===== src/hdl/rpts_pkg.sv =====
// shared types, codes and constants of the ram pattern test sequencer
`timescale 1ns / 1ps

package rpts_pkg;

    localparam int unsigned ADDR_W         = 32;
    localparam int unsigned WORD_BYTES     = 4;
    localparam int unsigned CHUNK_BYTES_DEF = 256;

    // operation codes of an input item
    localparam logic OP_START = 1'b0;
    localparam logic OP_STEP  = 1'b1;

    // memory access kinds
    localparam logic [1:0] ACC_NONE  = 2'd0;
    localparam logic [1:0] ACC_WRITE = 2'd1;
    localparam logic [1:0] ACC_READ  = 2'd2;

    // configuration register indexes
    localparam int unsigned CFG_IDX_W = 1;
    localparam logic [CFG_IDX_W-1:0] CFG_START_ADDRESS = 1'b0;
    localparam logic [CFG_IDX_W-1:0] CFG_END_ADDRESS   = 1'b1;

    typedef struct packed {
        logic              operation;
        logic [ADDR_W-1:0] random_word;
        logic [ADDR_W-1:0] read_data;
    } t_in_item;

    typedef struct packed {
        logic [1:0]        access_kind;
        logic [ADDR_W-1:0] access_address;
        logic [ADDR_W-1:0] write_word;
        logic              finished;
        logic              passed;
        logic [ADDR_W-1:0] fail_address;
        logic [ADDR_W-1:0] expected_word;
        logic [ADDR_W-1:0] actual_word;
    } t_out_item;

    // status of the start address rounding unit
    typedef struct packed {
        logic            busy;
        logic [ADDR_W:0] rounded;
    } t_round_stat;

endpackage


===== src/hdl/rpts_stream_if.sv =====
// valid/ready stream channel carrying one payload item per transfer
`timescale 1ns / 1ps

interface rpts_stream_if #(
    parameter type t_payload = logic
) ();
    logic     valid;
    logic     ready;
    t_payload payload;

    modport source (output valid, output payload, input ready);
    modport sink (input valid, input payload, output ready);
endinterface


===== src/hdl/ram_pattern_test_sequencer_core.sv =====
// memory self-test sequencer: write/read/verify passes over address chunks
`timescale 1ns / 1ps

// an item passes from the input register to the result register, where its result is offered; the single-pass
//   step logic between them gives one item per cycle while the output is ready and the rounding unit is idle
// after a write of start_address, items are held while the rounding unit
//   multiplies by the chunk reciprocal, forms the remainder and adds the round-up
// reset (synchronous, active low) clears both pipeline valids, the test state and the
//   end address register; the rounded start resets to zero
module ram_pattern_test_sequencer_core #(
    parameter int unsigned CHUNK_BYTES = rpts_pkg::CHUNK_BYTES_DEF
) (
    input  logic                           i_clk,
    input  logic                           i_rst_n,
    input  logic                           i_cfg_we,
    input  logic [rpts_pkg::CFG_IDX_W-1:0] i_cfg_index,
    input  logic [rpts_pkg::ADDR_W-1:0]    i_cfg_data,
    rpts_stream_if.sink                    i_in,
    rpts_stream_if.source                  o_out
);
    import rpts_pkg::*;

    localparam int unsigned NWORDS = (CHUNK_BYTES + WORD_BYTES - 1) / WORD_BYTES;
    localparam int unsigned IDX_W  = $clog2(NWORDS);
    localparam logic [IDX_W-1:0] LAST_IDX = IDX_W'(NWORDS - 1);

    // configuration and rounding
    logic [ADDR_W-1:0] r_end_address;
    t_round_stat       round_stat;

    always_ff @(posedge i_clk) begin
        if (!i_rst_n) begin
            r_end_address <= '0;
        end else if (i_cfg_we) begin
            case (i_cfg_index)
                CFG_END_ADDRESS: begin
                    r_end_address <= i_cfg_data;
                end
                default: begin
                    r_end_address <= r_end_address;
                end
            endcase
        end
    end

    rpts_round #(
        .CHUNK_BYTES (CHUNK_BYTES)
    ) u_round (
        .i_clk           (i_clk),
        .i_rst_n         (i_rst_n),
        .i_load          (i_cfg_we && (i_cfg_index == CFG_START_ADDRESS)),
        .i_start_address (i_cfg_data),
        .o_stat          (round_stat)
    );

    // input register and result register
    logic      r_in_valid;
    t_in_item  r_in;
    logic      r_out_valid;
    t_out_item r_out;
    logic      move;

    // an item moves into the result register when the result slot is free or draining and the rounding unit is idle
    assign move       = r_in_valid && (!r_out_valid || o_out.ready) && !round_stat.busy;
    assign i_in.ready = !r_in_valid || move;

    // test state
    logic [ADDR_W-1:0] r_chunk_base;
    logic [IDX_W-1:0]  r_word_index;
    logic [1:0]        r_pass_phase;   // 0 write 1, 1 read 1, 2 write 2, 3 read 2
    logic [ADDR_W-1:0] r_pattern;
    logic              r_running;
    logic              r_read_pending;
    logic [IDX_W-1:0]  r_pending_index;
    logic              r_draining;     // last read of the last chunk has gone out

    logic [ADDR_W-1:0] n_chunk_base;
    logic [IDX_W-1:0]  n_word_index;
    logic [1:0]        n_pass_phase;
    logic [ADDR_W-1:0] n_pattern;
    logic              n_running;
    logic              n_read_pending;
    logic [IDX_W-1:0]  n_pending_index;
    logic              n_draining;
    t_out_item         n_out;

    logic [ADDR_W-1:0] pend_off;
    logic [ADDR_W-1:0] pend_exp;
    logic [ADDR_W-1:0] word_off;
    logic [ADDR_W-1:0] word_addr;
    logic [ADDR_W:0]   next_base;
    logic              stop;

    // byte offsets in the chunk of the pending read and of the current word
    assign pend_off  = ADDR_W'({r_pending_index, 2'b00});
    assign pend_exp  = r_pattern ^ pend_off;
    assign word_off  = ADDR_W'({r_word_index, 2'b00});
    assign word_addr = r_chunk_base + word_off;
    assign next_base = {1'b0, r_chunk_base} + (ADDR_W + 1)'(CHUNK_BYTES);

    always_comb begin
        n_chunk_base    = r_chunk_base;
        n_word_index    = r_word_index;
        n_pass_phase    = r_pass_phase;
        n_pattern       = r_pattern;
        n_running       = r_running;
        n_read_pending  = r_read_pending;
        n_pending_index = r_pending_index;
        n_draining      = r_draining;
        n_out           = '0;
        stop            = 1'b0;

        if (r_in.operation == OP_START) begin
            // start or restart: no access, empty region passes at once
            n_word_index    = '0;
            n_pass_phase    = '0;
            n_pattern       = '0;
            n_pending_index = '0;
            n_read_pending  = 1'b0;
            n_draining      = 1'b0;
            if (round_stat.rounded[ADDR_W] || (round_stat.rounded[ADDR_W-1:0] >= r_end_address)) begin
                n_chunk_base   = '0;
                n_running      = 1'b0;
                n_out.finished = 1'b1;
                n_out.passed   = 1'b1;
            end else begin
                n_chunk_base = round_stat.rounded[ADDR_W-1:0];
                n_running    = 1'b1;
            end
        end else if (r_running) begin
            // compare the word returned for last step's read first
            if (r_read_pending) begin
                n_read_pending = 1'b0;
                if (r_in.read_data != pend_exp) begin
                    n_out.finished      = 1'b1;
                    n_out.fail_address  = r_chunk_base + pend_off;
                    n_out.expected_word = pend_exp;
                    n_out.actual_word   = r_in.read_data;
                    n_running           = 1'b0;
                    n_draining          = 1'b0;
                    stop                = 1'b1;
                end else if (r_draining) begin
                    n_out.finished = 1'b1;
                    n_out.passed   = 1'b1;
                    n_running      = 1'b0;
                    n_draining     = 1'b0;
                    stop           = 1'b1;
                end
            end

            if (!stop) begin
                if (!r_pass_phase[0]) begin
                    // write pass: the pattern is sampled on its first word
                    if (r_word_index == '0) begin
                        n_pattern = r_in.random_word;
                    end
                    n_out.access_kind    = ACC_WRITE;
                    n_out.access_address = word_addr;
                    n_out.write_word     = n_pattern ^ word_off;
                end else begin
                    n_out.access_kind    = ACC_READ;
                    n_out.access_address = word_addr;
                    n_read_pending       = 1'b1;
                    n_pending_index      = r_word_index;
                end

                if (r_word_index == LAST_IDX) begin
                    n_word_index = '0;
                    if (r_pass_phase != 2'd3) begin
                        n_pass_phase = r_pass_phase + 2'd1;
                    end else begin
                        n_pass_phase = '0;
                        // stop at the top of the address space or at the end bound
                        if (next_base[ADDR_W] || (next_base[ADDR_W-1:0] >= r_end_address)) begin
                            n_draining = 1'b1;
                        end else begin
                            n_chunk_base = next_base[ADDR_W-1:0];
                        end
                    end
                end else begin
                    n_word_index = r_word_index + 1'b1;
                end
            end
        end
    end

    // pipeline control
    always_ff @(posedge i_clk) begin
        if (!i_rst_n) begin
            r_in_valid  <= 1'b0;
            r_out_valid <= 1'b0;
        end else begin
            if (i_in.valid && i_in.ready) begin
                r_in_valid <= 1'b1;
            end else if (move) begin
                r_in_valid <= 1'b0;
            end
            if (move) begin
                r_out_valid <= 1'b1;
            end else if (o_out.ready) begin
                r_out_valid <= 1'b0;
            end
        end
    end

    // payload registers
    always_ff @(posedge i_clk) begin
        if (i_in.valid && i_in.ready) begin
            r_in <= i_in.payload;
        end
        if (move) begin
            r_out <= n_out;
        end
    end

    // test state advances once per item moved to the result register
    always_ff @(posedge i_clk) begin
        if (!i_rst_n) begin
            r_chunk_base    <= '0;
            r_word_index    <= '0;
            r_pass_phase    <= '0;
            r_pattern       <= '0;
            r_running       <= 1'b0;
            r_read_pending  <= 1'b0;
            r_pending_index <= '0;
            r_draining      <= 1'b0;
        end else if (move) begin
            r_chunk_base    <= n_chunk_base;
            r_word_index    <= n_word_index;
            r_pass_phase    <= n_pass_phase;
            r_pattern       <= n_pattern;
            r_running       <= n_running;
            r_read_pending  <= n_read_pending;
            r_pending_index <= n_pending_index;
            r_draining      <= n_draining;
        end
    end

    assign o_out.valid   = r_out_valid;
    assign o_out.payload = r_out;

`ifndef NO_ASSERTIONS
    // no item is stepped while the rounded start is still being computed
    a_no_step_while_rounding: assert property (@(posedge i_clk) disable iff (!i_rst_n)
        move |-> !round_stat.busy)
        else $error("item stepped while rounding unit busy");

    // a read can only be outstanding in a running test
    a_pending_needs_running: assert property (@(posedge i_clk) disable iff (!i_rst_n)
        r_read_pending |-> r_running)
        else $error("read pending while test not running");

    // draining always waits on the final read of the last chunk
    a_drain_has_read: assert property (@(posedge i_clk) disable iff (!i_rst_n)
        r_draining |-> (r_read_pending && r_running))
        else $error("draining without a pending read");

    // a finished report leaves the sequencer idle
    a_finish_stops: assert property (@(posedge i_clk) disable iff (!i_rst_n)
        (move && n_out.finished) |=> !r_running)
        else $error("test still running after finished report");

    // memory accesses are issued only by a running test
    a_access_when_running: assert property (@(posedge i_clk) disable iff (!i_rst_n)
        (move && (n_out.access_kind != ACC_NONE)) |-> r_running)
        else $error("access issued while idle");
`endif

endmodule


===== src/hdl/rpts_round.sv =====
// start address round-up to a chunk boundary by reciprocal multiplication in multiply, remainder and add steps
`timescale 1ns / 1ps

module rpts_round #(
    parameter int unsigned CHUNK_BYTES = rpts_pkg::CHUNK_BYTES_DEF
) (
    input  logic                        i_clk,
    input  logic                        i_rst_n,
    input  logic                        i_load,
    input  logic [rpts_pkg::ADDR_W-1:0] i_start_address,
    output rpts_pkg::t_round_stat       o_stat
);
    import rpts_pkg::*;

    localparam int unsigned REM_W  = $clog2(CHUNK_BYTES);
    localparam int unsigned PROD_W = 2 * ADDR_W + 1;
    // ceiling of 2^(ADDR_W+REM_W) / CHUNK_BYTES, gives the exact quotient of any address
    localparam logic [63:0] RECIP_WIDE =
        ((64'd1 << (ADDR_W + REM_W)) + 64'(CHUNK_BYTES) - 64'd1) / 64'(CHUNK_BYTES);
    localparam logic [ADDR_W:0]   RECIP   = (ADDR_W + 1)'(RECIP_WIDE);
    localparam logic [ADDR_W-1:0] CHUNK_A = ADDR_W'(CHUNK_BYTES);

    localparam logic [1:0] S_IDLE = 2'd0;
    localparam logic [1:0] S_MUL  = 2'd1;
    localparam logic [1:0] S_REM  = 2'd2;
    localparam logic [1:0] S_ADD  = 2'd3;

    logic [1:0]        r_state;
    logic [ADDR_W-1:0] r_start;
    logic [PROD_W-1:0] r_prod;
    logic [REM_W-1:0]  r_rem;
    logic [ADDR_W:0]   r_rounded;

    logic [PROD_W-1:0] n_prod;
    logic [ADDR_W-1:0] quot;
    logic [REM_W-1:0]  n_rem;
    logic [ADDR_W:0]   n_rounded;

    always_comb begin
        n_prod = PROD_W'(r_start) * PROD_W'(RECIP);
        quot   = ADDR_W'(r_prod >> (ADDR_W + REM_W));
        n_rem  = REM_W'(r_start - quot * CHUNK_A);
        if (r_rem == '0) begin
            n_rounded = {1'b0, r_start};
        end else begin
            n_rounded = {1'b0, r_start} + ((ADDR_W + 1)'(CHUNK_BYTES) - (ADDR_W + 1)'(r_rem));
        end
    end

    always_ff @(posedge i_clk) begin
        if (!i_rst_n) begin
            r_state   <= S_IDLE;
            r_rounded <= '0;
        end else if (i_load) begin
            r_state <= S_MUL;
        end else begin
            case (r_state)
                S_MUL: begin
                    r_state <= S_REM;
                end
                S_REM: begin
                    r_state <= S_ADD;
                end
                S_ADD: begin
                    r_rounded <= n_rounded;
                    r_state   <= S_IDLE;
                end
                default: begin
                    r_state <= S_IDLE;
                end
            endcase
        end
    end

    // datapath: quotient product, then remainder
    always_ff @(posedge i_clk) begin
        if (i_load) begin
            r_start <= i_start_address;
        end else if (r_state == S_MUL) begin
            r_prod <= n_prod;
        end else if (r_state == S_REM) begin
            r_rem <= n_rem;
        end
    end

    assign o_stat.busy    = (r_state != S_IDLE);
    assign o_stat.rounded = r_rounded;

endmodule

===== src/flat_wrapper.sv =====
// flat-port wrapper written by rule: the top's interface ports become plain ports
module ram_pattern_test_sequencer_core_flat import rpts_pkg::*;
#(
    parameter int unsigned CHUNK_BYTES = rpts_pkg::CHUNK_BYTES_DEF
)
  (i_clk, i_rst_n, i_cfg_we, i_cfg_index, i_cfg_data, i_in_valid, i_in_payload, i_in_ready, o_out_valid, o_out_payload, o_out_ready);
  rpts_stream_if i_in_i ();
  rpts_stream_if o_out_i ();
  input  logic i_clk;
  input  logic i_rst_n;
  input  logic i_cfg_we;
  input  logic [rpts_pkg::CFG_IDX_W-1:0] i_cfg_index;
  input  logic [rpts_pkg::ADDR_W-1:0] i_cfg_data;
  input wire logic [$bits(i_in_i.valid)-1:0] i_in_valid;
  input wire logic [$bits(i_in_i.payload)-1:0] i_in_payload;
  output wire logic [$bits(i_in_i.ready)-1:0] i_in_ready;
  output wire logic [$bits(o_out_i.valid)-1:0] o_out_valid;
  output wire logic [$bits(o_out_i.payload)-1:0] o_out_payload;
  input wire logic [$bits(o_out_i.ready)-1:0] o_out_ready;
  assign i_in_i.valid = i_in_valid;
  assign i_in_i.payload = i_in_payload;
  assign i_in_ready = i_in_i.ready;
  assign o_out_valid = o_out_i.valid;
  assign o_out_payload = o_out_i.payload;
  assign o_out_i.ready = o_out_ready;
  ram_pattern_test_sequencer_core #(.CHUNK_BYTES(CHUNK_BYTES)) u_core (.i_clk(i_clk), .i_rst_n(i_rst_n), .i_cfg_we(i_cfg_we), .i_cfg_index(i_cfg_index), .i_cfg_data(i_cfg_data), .i_in(i_in_i), .o_out(o_out_i));
endmodule

===== config.mk =====
export PLATFORM = sky130hd
export DESIGN_NAME = ram_pattern_test_sequencer_core_flat
export DESIGN_NICKNAME = d
export VERILOG_FILES = /design/src/hdl/rpts_pkg.sv /design/src/hdl/rpts_stream_if.sv /design/src/hdl/ram_pattern_test_sequencer_core.sv /design/src/hdl/rpts_round.sv /design/src/flat_wrapper.sv
export SDC_FILE = /design/constraint.sdc
export NUM_CORES = 1
export LEC_CHECK = 0
export BUFFER_PORTS_ARGS = -buffer_cell sky130_fd_sc_hd__buf_2
export CAP_MARGIN = 20
export CORE_AREA = 2 2 39 41
export DETAILED_ROUTE_END_ITERATION = 10
export DIE_AREA = 0 0 41 43
export RECOVER_POWER = 25
export SKIP_LAST_GASP = 1
export SLEW_MARGIN = 20
export SYNTH_ARGS = -nofsm -noshare
export SYNTH_HDL_FRONTEND = slang
export SYNTH_SLANG_ARGS = --single-unit

===== constraint.sdc =====
create_clock -name i_clk -period 2.2 [get_ports i_clk]
set_input_delay 0.33 -clock i_clk [delete_from_list [all_inputs] [get_ports i_clk]]
set_output_delay 0.33 -clock i_clk [all_outputs]
set_load 0.02 [all_outputs]

# Word level (Yosys, flattened, before mapping)
# Index checks and enable logic that the tools add are counted.
# totals
regBits,4
output_inout_bits,3
word_cells,27
# classes
n_mux,6
n_reduce_logical,13
bitwise,2
eq_ne,2
# ops
operator,count
nonzero test 2 bit,3
2-to-1 mux 1 bit,5
logical AND 1 bit,4
one-hot mux 2 bit (2 select lines),1
logical NOT 1 bit,3
== test 2 x 1 -> 1 bit (second input constant),1
== test 2 bit (second input constant),1
logical OR 1 bit,2
NOT 1 bit,2
OR reduction 2 bit,1

# Logic depth before layout (Yosys ltp)
# Gate-level depths: netlist of run 1.
# depth
ltp_word,7
mapped_depth,4
depth_no_buf,4

# Cells and area by module
# From an unflattened synthesis of run 1, not the netlist that was laid out.
# hier_totals
hier_cells,347
hier_area_um2,3703.6
# modules_own_cells
mod,cells_per_inst,area_per_inst_um2,instances
rpts_round,334,3585.9,1
ram_pattern_test_sequencer_core,13,117.6,1

# Least setup slack after synthesis of run 1
# OpenSTA, ideal clock, no wires.
# synth_path
path_kind,flip-flop to output port
startpoint,reg u_core.r_out_valid (netlist: u_core.o_out.valid)
endpoint,out i_in_ready
arrival_time_ns,0.790
stages_incl_launch_ff,3
setup_slack_ns,1.080
t_required_ns,1.870
path_cell_list,dfxtp_1 > nand2b_4 > a21bo_1
# synth_between
elab_chain_len,5
# synth_lines
element,line_no,rtl
"start, declared",ram_pattern_test_sequencer_core.sv:59,logic r_out_valid;
"start signal, assigned",ram_pattern_test_sequencer_core.sv:191,r_out_valid <= 1'b0;
"start signal, assigned",ram_pattern_test_sequencer_core.sv:199,r_out_valid <= 1'b1;
"start signal, assigned",ram_pattern_test_sequencer_core.sv:201,r_out_valid <= 1'b0;
logical NOT 1 bit,ram_pattern_test_sequencer_core.sv:64,assign move = r_in_valid && (!r_out_valid || o_out.ready) && !round_stat.busy;
logical OR 1 bit,ram_pattern_test_sequencer_core.sv:64,
logical AND 1 bit (2 in series),ram_pattern_test_sequencer_core.sv:64,
logical OR 1 bit,ram_pattern_test_sequencer_core.sv:65,assign i_in.ready = !r_in_valid || move;
"end, declared",flat_wrapper.sv:16,output wire logic [$bits(i_in_i.ready)-1:0] i_in_ready;
# Every way passes these cells.

# Final worst setup path of run 1
# layout_path
startpoint,reg u_core.u_round.r_state[0]
endpoint,out i_in_ready
# layout_between
elab_chain_len,4
# layout_lines
element,line_no,rtl
"start, declared",rpts_round.sv:28,logic [1:0] r_state;
"start signal, assigned",rpts_round.sv:52,r_state <= S_IDLE;
"start signal, assigned",rpts_round.sv:55,r_state <= S_MUL;
"start signal, assigned",rpts_round.sv:59,r_state <= S_REM;
nonzero test 2 bit,rpts_round.sv:86,assign o_stat.busy = (r_state != S_IDLE);
logical NOT 1 bit,ram_pattern_test_sequencer_core.sv:64,
logical AND 1 bit,ram_pattern_test_sequencer_core.sv:64,
logical OR 1 bit,ram_pattern_test_sequencer_core.sv:65,
# Every way passes these cells.

==> results of run 1 <==
-- layout make-up --
class,count,share of cell area
Inverter,3,0.0425
Sequential cell,4,0.302
Clock buffer,3,0.0849
Multi-Input combinational cell,13,0.363
Timing Repair Buffer,7,0.132
Tap cell,16,0.0755
-- metal layers --
layer,wire (um),global-route usage,up-vias
li1,-,-,83
met1,136,0.0484,69
met2,132,0.0719,10
met3,60,0.0471,0
met4,0,0.0600,0
met5,0,0,-
-- cells by family (layout without fill, tap and decap cells) --
family | Yosys count | count (layout) | synth area share
AO/OA/AOI/OAI | 5 | 5 | 0.186
AND/OR/NAND/NOR | 5 | 5 | 0.160
other | 1 | 1 | 0.0192
buffers and inverters | 4 | 13 | 0.0962
flip-flops | 4 | 4 | 0.410
adder cells (fa/ha/maj) | 2 | 2 | 0.128
-- registers in the layout, summed over array words and instances (netlist names) --
name / flops
u_core.u_round.r_state: 2
u_core.o_out.valid: 1
u_core.r_in_valid: 1
-- power by group through the flow --
stage / Combinational (uW) / Sequential [uW] / Clock, uW
2_1_floorplan: 15.7 / 82.5 / 0
3_3_place_gp: 24.1 / 81.2 / 0
3_5_place_dp: 24.9 / 81.4 / 0
4_1_cts: 25.1 / 80.2 / 95.9
5_1_grt: 27.9 / 80.8 / 103
6_report: 24.4 / 80.1 / 91.3
-- worst max-delay path, cell delays in order, from the launching register on --
cell and delay [ns]:
dfxtp_1 0.30, inv_1 0.05, ha_1 0.23, a21bo_1 0.17, buf_2 0.15
-- Yosys cell counts (all sizes together) --
| library cell | n |
|---|---|
| nand2b | 1 |
| dfxtp | 4 |
| inv | 3 |
| o21ai | 1 |
| a21bo | 1 |
| a31oi | 1 |
| a21boi | 1 |
| o21a | 1 |
| ha | 2 |
| conb | 1 |
| nor2 | 1 |
| buf | 1 |
| nor2b | 1 |
| nand2 | 2 |
-- metrics by stage --
step / power (uW) / utilization / cells / hold WS (ns)
2_1_floorplan: 98.2 / - / 21 / 0.444
3_3_place_gp: 105 / 0.175 / 43 / 0.464
3_5_place_dp: 106 / 0.175 / 43 / 0.469
4_1_cts: 201 / 0.192 / 46 / 0.339
5_1_grt: 212 / 0.192 / 46 / 0.358
6_report: 196 / 0.192 / 46 / 0.337
-- path summary, 6_finish.rpt --
path / slack [ns] / depth (start not counted) / end
hold reg to reg: 0.47 / 2 / u_core.o_out.valid
setup / recovery: 0.75 / 4 / i_in_ready
hold / removal: 0.34 / 3 / u_core.u_round.r_state[1]
setup reg to reg: 1.36 / 4 / u_core.u_round.r_state[1]
==> metrics, run 1 <==
1st-iter DRT viols=0; Min Clock Period, post-route=1.45 ns; Seq cells post-synth=4; ant diodes=0; grt ovf=0; Post-Syn Area=195 um^2; critical path peak fanout=3; Req. time, crit path=1.87 ns; final period utilization=0.660; Synthesized Nets=62; most common cell after layout, fill and taps aside=buf_2; cell area after layout=265 um^2; CP startpoint=u_core.u_round.r_state[0]; starting density of the core=0.141; switch share=0.232; CTS max path bufs=2; Area contributors post-synth=dfxtp_1, ha_1, nand2b_4; power share of the combinational group=0.125; TritonCTS clock tree=yes; fin. max-slew vios=0; Final TNS setup=0 ns; core area=1380 um^2; clk sinks=4; Hold Vio Cnt, Final=0; H-Tree Depth=1; worst hold start=i_cfg_index; Hold Crit Class=input pin to register; Reg clk slew, reported paths=0.04 ns; CTS Buf Count=3; Antenna Nets Post-Route=0; Rows=14; kind of critical path=register to primary output; Synth top area share=0.410; Total GRT Usage=0.0563; final WL=330 um; wire per inst=7.17 um; max_cap viols=0; DP Area=243 um^2; most frequent cells in the layout=buf_2, dfxtp_1, inv_1, clkbuf_4; sequential share of power=0.409; Worst Setup Slack, final=0.747 ns; DRT Pass-1 Iters=1; hold-fix buffer count after cts=0; Leak=0.000123 uW; die area=1760 um^2; die width=41 um; Synth area leader=dfxtp_1; Internal=150 uW; # DRC=0; worst-skew pair later-pin latency=0.24 ns; post-synth cell types=14; CP startpoint kind=register; # Post-CTS Setup Buffers=0; Peak VDD IR=201 uV; unrepaired setup endpoints after global routing=false; Clk pwr share=0.466; fillcell total=150; initial antenna violation count=0; area grow syn2layout=35.9%; first-pass GRT wire length=586 um; Root Buffer=clkbuf_4; I/O Pins=42; Final #Nets=73; status=complete, no violations; r2r startpoint=u_core.u_round.r_state[0]; Mapped Avg Cell Area=9.29 um^2; vias in the first global route=174; gpl congestion=0.566; die span in y=43 um; Seq. cell area=80.1 um^2; yosys warns=0; Port Buffer Count=7; pre-CTS setup slack=0.973 ns; power per cell area=738 nW/um^2; post-CTS resize count=0; vias=162; final setup violating endpoints=0; layout cells sized above 1=0.367; Worst setup EP type=primary output; Syn Inst Count=21; Worst Clk Skew=0.00156 ns; multi-input logic area=96.3 um^2; Critical Path AT=1.12 ns; largest net degree at the start of global routing=5; DR vias/cell=3.52; NetSw=45.4 uW; max frequency=0.688 GHz; Post-DP HPWL=270 um; Seq/Total Area, Yosys=0.410
(Power assumes the default switching activity.)
==> run 2, diff against run 1 <==
==> constraint.sdc (replaced) <==
create_clock -name i_clk -period 1.3 [get_ports i_clk]
set_input_delay 0.195 -clock i_clk [delete_from_list [all_inputs] [get_ports i_clk]]
set_output_delay 0.195 -clock i_clk [all_outputs]
set_load 0.02 [all_outputs]
==> run 2 against run 1 <==
Net effect:
- global-route usage shrank 0.10 points
- clock power rose by 69%
- final cell count is the same
- non-clock buffer count unchanged
- critical path depth stayed put
- worst hold slack lost 0.13 ns
- total power increased by 73%
- flip-flop and latch count unchanged
- first-iteration DRC count is the same
- die area unchanged
- largest power group unchanged
- clock-buffer cell count is the same
- cell area up 7.5%
==> metrics, run 2 (synthesized netlist as in run 1, its figures left out) <==
status=complete, no violations; CTS max path bufs=2; worst reg2reg path depth=3; Hold Crit Class=input pin to register; Req. time, crit path=1.11 ns; met3 routed wirelength=57 um; worst hold start=i_cfg_index; vias in the first global route=174; 1st-iter DRT viols=0; largest net degree at the start of global routing=5; Hold EP=u_core.u_round.r_state[1]; fin. max-slew vios=0; unrepaired setup endpoints after global routing=true; wire length on met1=135 um; gpl congestion=0.566; Antenna Nets Post-Route=0; CP startpoint kind=register; max FFs per register=2; Rows=14; Hold Vio Cnt, Final=0; DRT Pass-1 Iters=1; clk sinks=4; power per cell area=1190 nW/um^2; uppermost layer routed=met3; initial antenna violation count=0; H-Tree Depth=1; vias=164; first-pass GRT wire length=572 um; worst-skew pair later-pin latency=0.24 ns; RR Endpoint=u_core.u_round.r_state[0]; final period utilization=0.972; starting density of the core=0.141; Post-DP HPWL=270 um; Peak VDD IR=349 uV; final setup violating endpoints=0; die span in y=43 um; CTS Buf Count=3; Worst Clk Skew=0.00246 ns; Root Buffer=clkbuf_4; most frequent cells in the layout=buf_2, clkbuf_4, dfxtp_1; Reg clk slew, reported paths=0.03 ns; Min Clock Period, post-route=1.26 ns; area grow syn2layout=46.2%; final WL=336 um; kind of critical path=register to primary output; Final #Nets=73; CP startpoint=u_core.u_round.r_state[1]; TritonCTS clock tree=yes; grt ovf=0; ant diodes=0; max_cap viols=0; Leak=0.000128 uW; Biggest register=u_core.u_round.r_state; met2 WL post-DR=143 um; Final Hold Slack=0.203 ns; # DRC=0; WHS Path Cells=3; Critical Path AT=1.07 ns; die width=41 um; core area=1380 um^2; Final TNS setup=0 ns; Port Buffer Count=7; max frequency=0.792 GHz; r2r startpoint=u_core.u_round.r_state[0]; DR vias/cell=3.57; wire per inst=7.30 um; reg-to-reg setup timing slack=0.47 ns; Total GRT Usage=0.0553; die area=1760 um^2; layout cells sized above 1=0.500; most common cell after layout, fill and taps aside=buf_2; Worst setup EP type=primary output; I/O Pins=42; critical path peak fanout=3
[run 2: area by class of cell]
cell class	instances	area (um^2)
multi-input combinational	13	109
inverter	3	11.3
sequential	4	81.3
timing repair buffer	7	41.3
clock buffer	3	22.5
tap	16	20.0
fill	149	1100
[run 2: worst max-delay path by stage]
stage                       to
floorplan           i_in_ready
global placement    i_in_ready
detailed placement  i_in_ready
CTS                 i_in_ready
global route        i_in_ready
finish              i_in_ready
[run 2: worst max-delay path, stage by stage, from the launching register on]
cell	delay, ns
dfxtp_2	0.32
inv_2	0.04
ha_4	0.15
a21bo_1	0.19
buf_6	0.13
[run 2: metal layers]
metal / GRT usage / vias up
li1: - / 84
met5: 0 / -
met1: 0.0452 / 70
met3: 0.0471 / 0
met2: 0.0719 / 10
met4: 0.0600 / 0
[run 2: where the power goes]
group,leakage (uW),internal (uW),switching (uW)
registers,0.0000333,132,4.84
logic,0.0000813,24.9,23.6
clock network,0.0000138,103,50.6
total,0.000128,260,79.0
[run 2: repair_timing]
item,CTS,global route
hold buffers,0,0
setup endpoints to repair,1,1
resized for setup,1,6
pin swaps,0,2
setup buffers,0,0
[run 2: stage by stage]
step / setup WS [ns] / area, um^2 / std cells / utilization / power [uW]
6_report: 0.0367 / 285 / 46 / 0.206 / 339
5_1_grt: -0.0168 / 285 / 46 / 0.206 / 367
4_1_cts: 0.00462 / 268 / 46 / 0.193 / 341
3_5_place_dp: 0.220 / 243 / 43 / 0.175 / 180
3_3_place_gp: 0.238 / 243 / 43 / 0.175 / 178
2_1_floorplan: 0.315 / 195 / 21 / - / 166
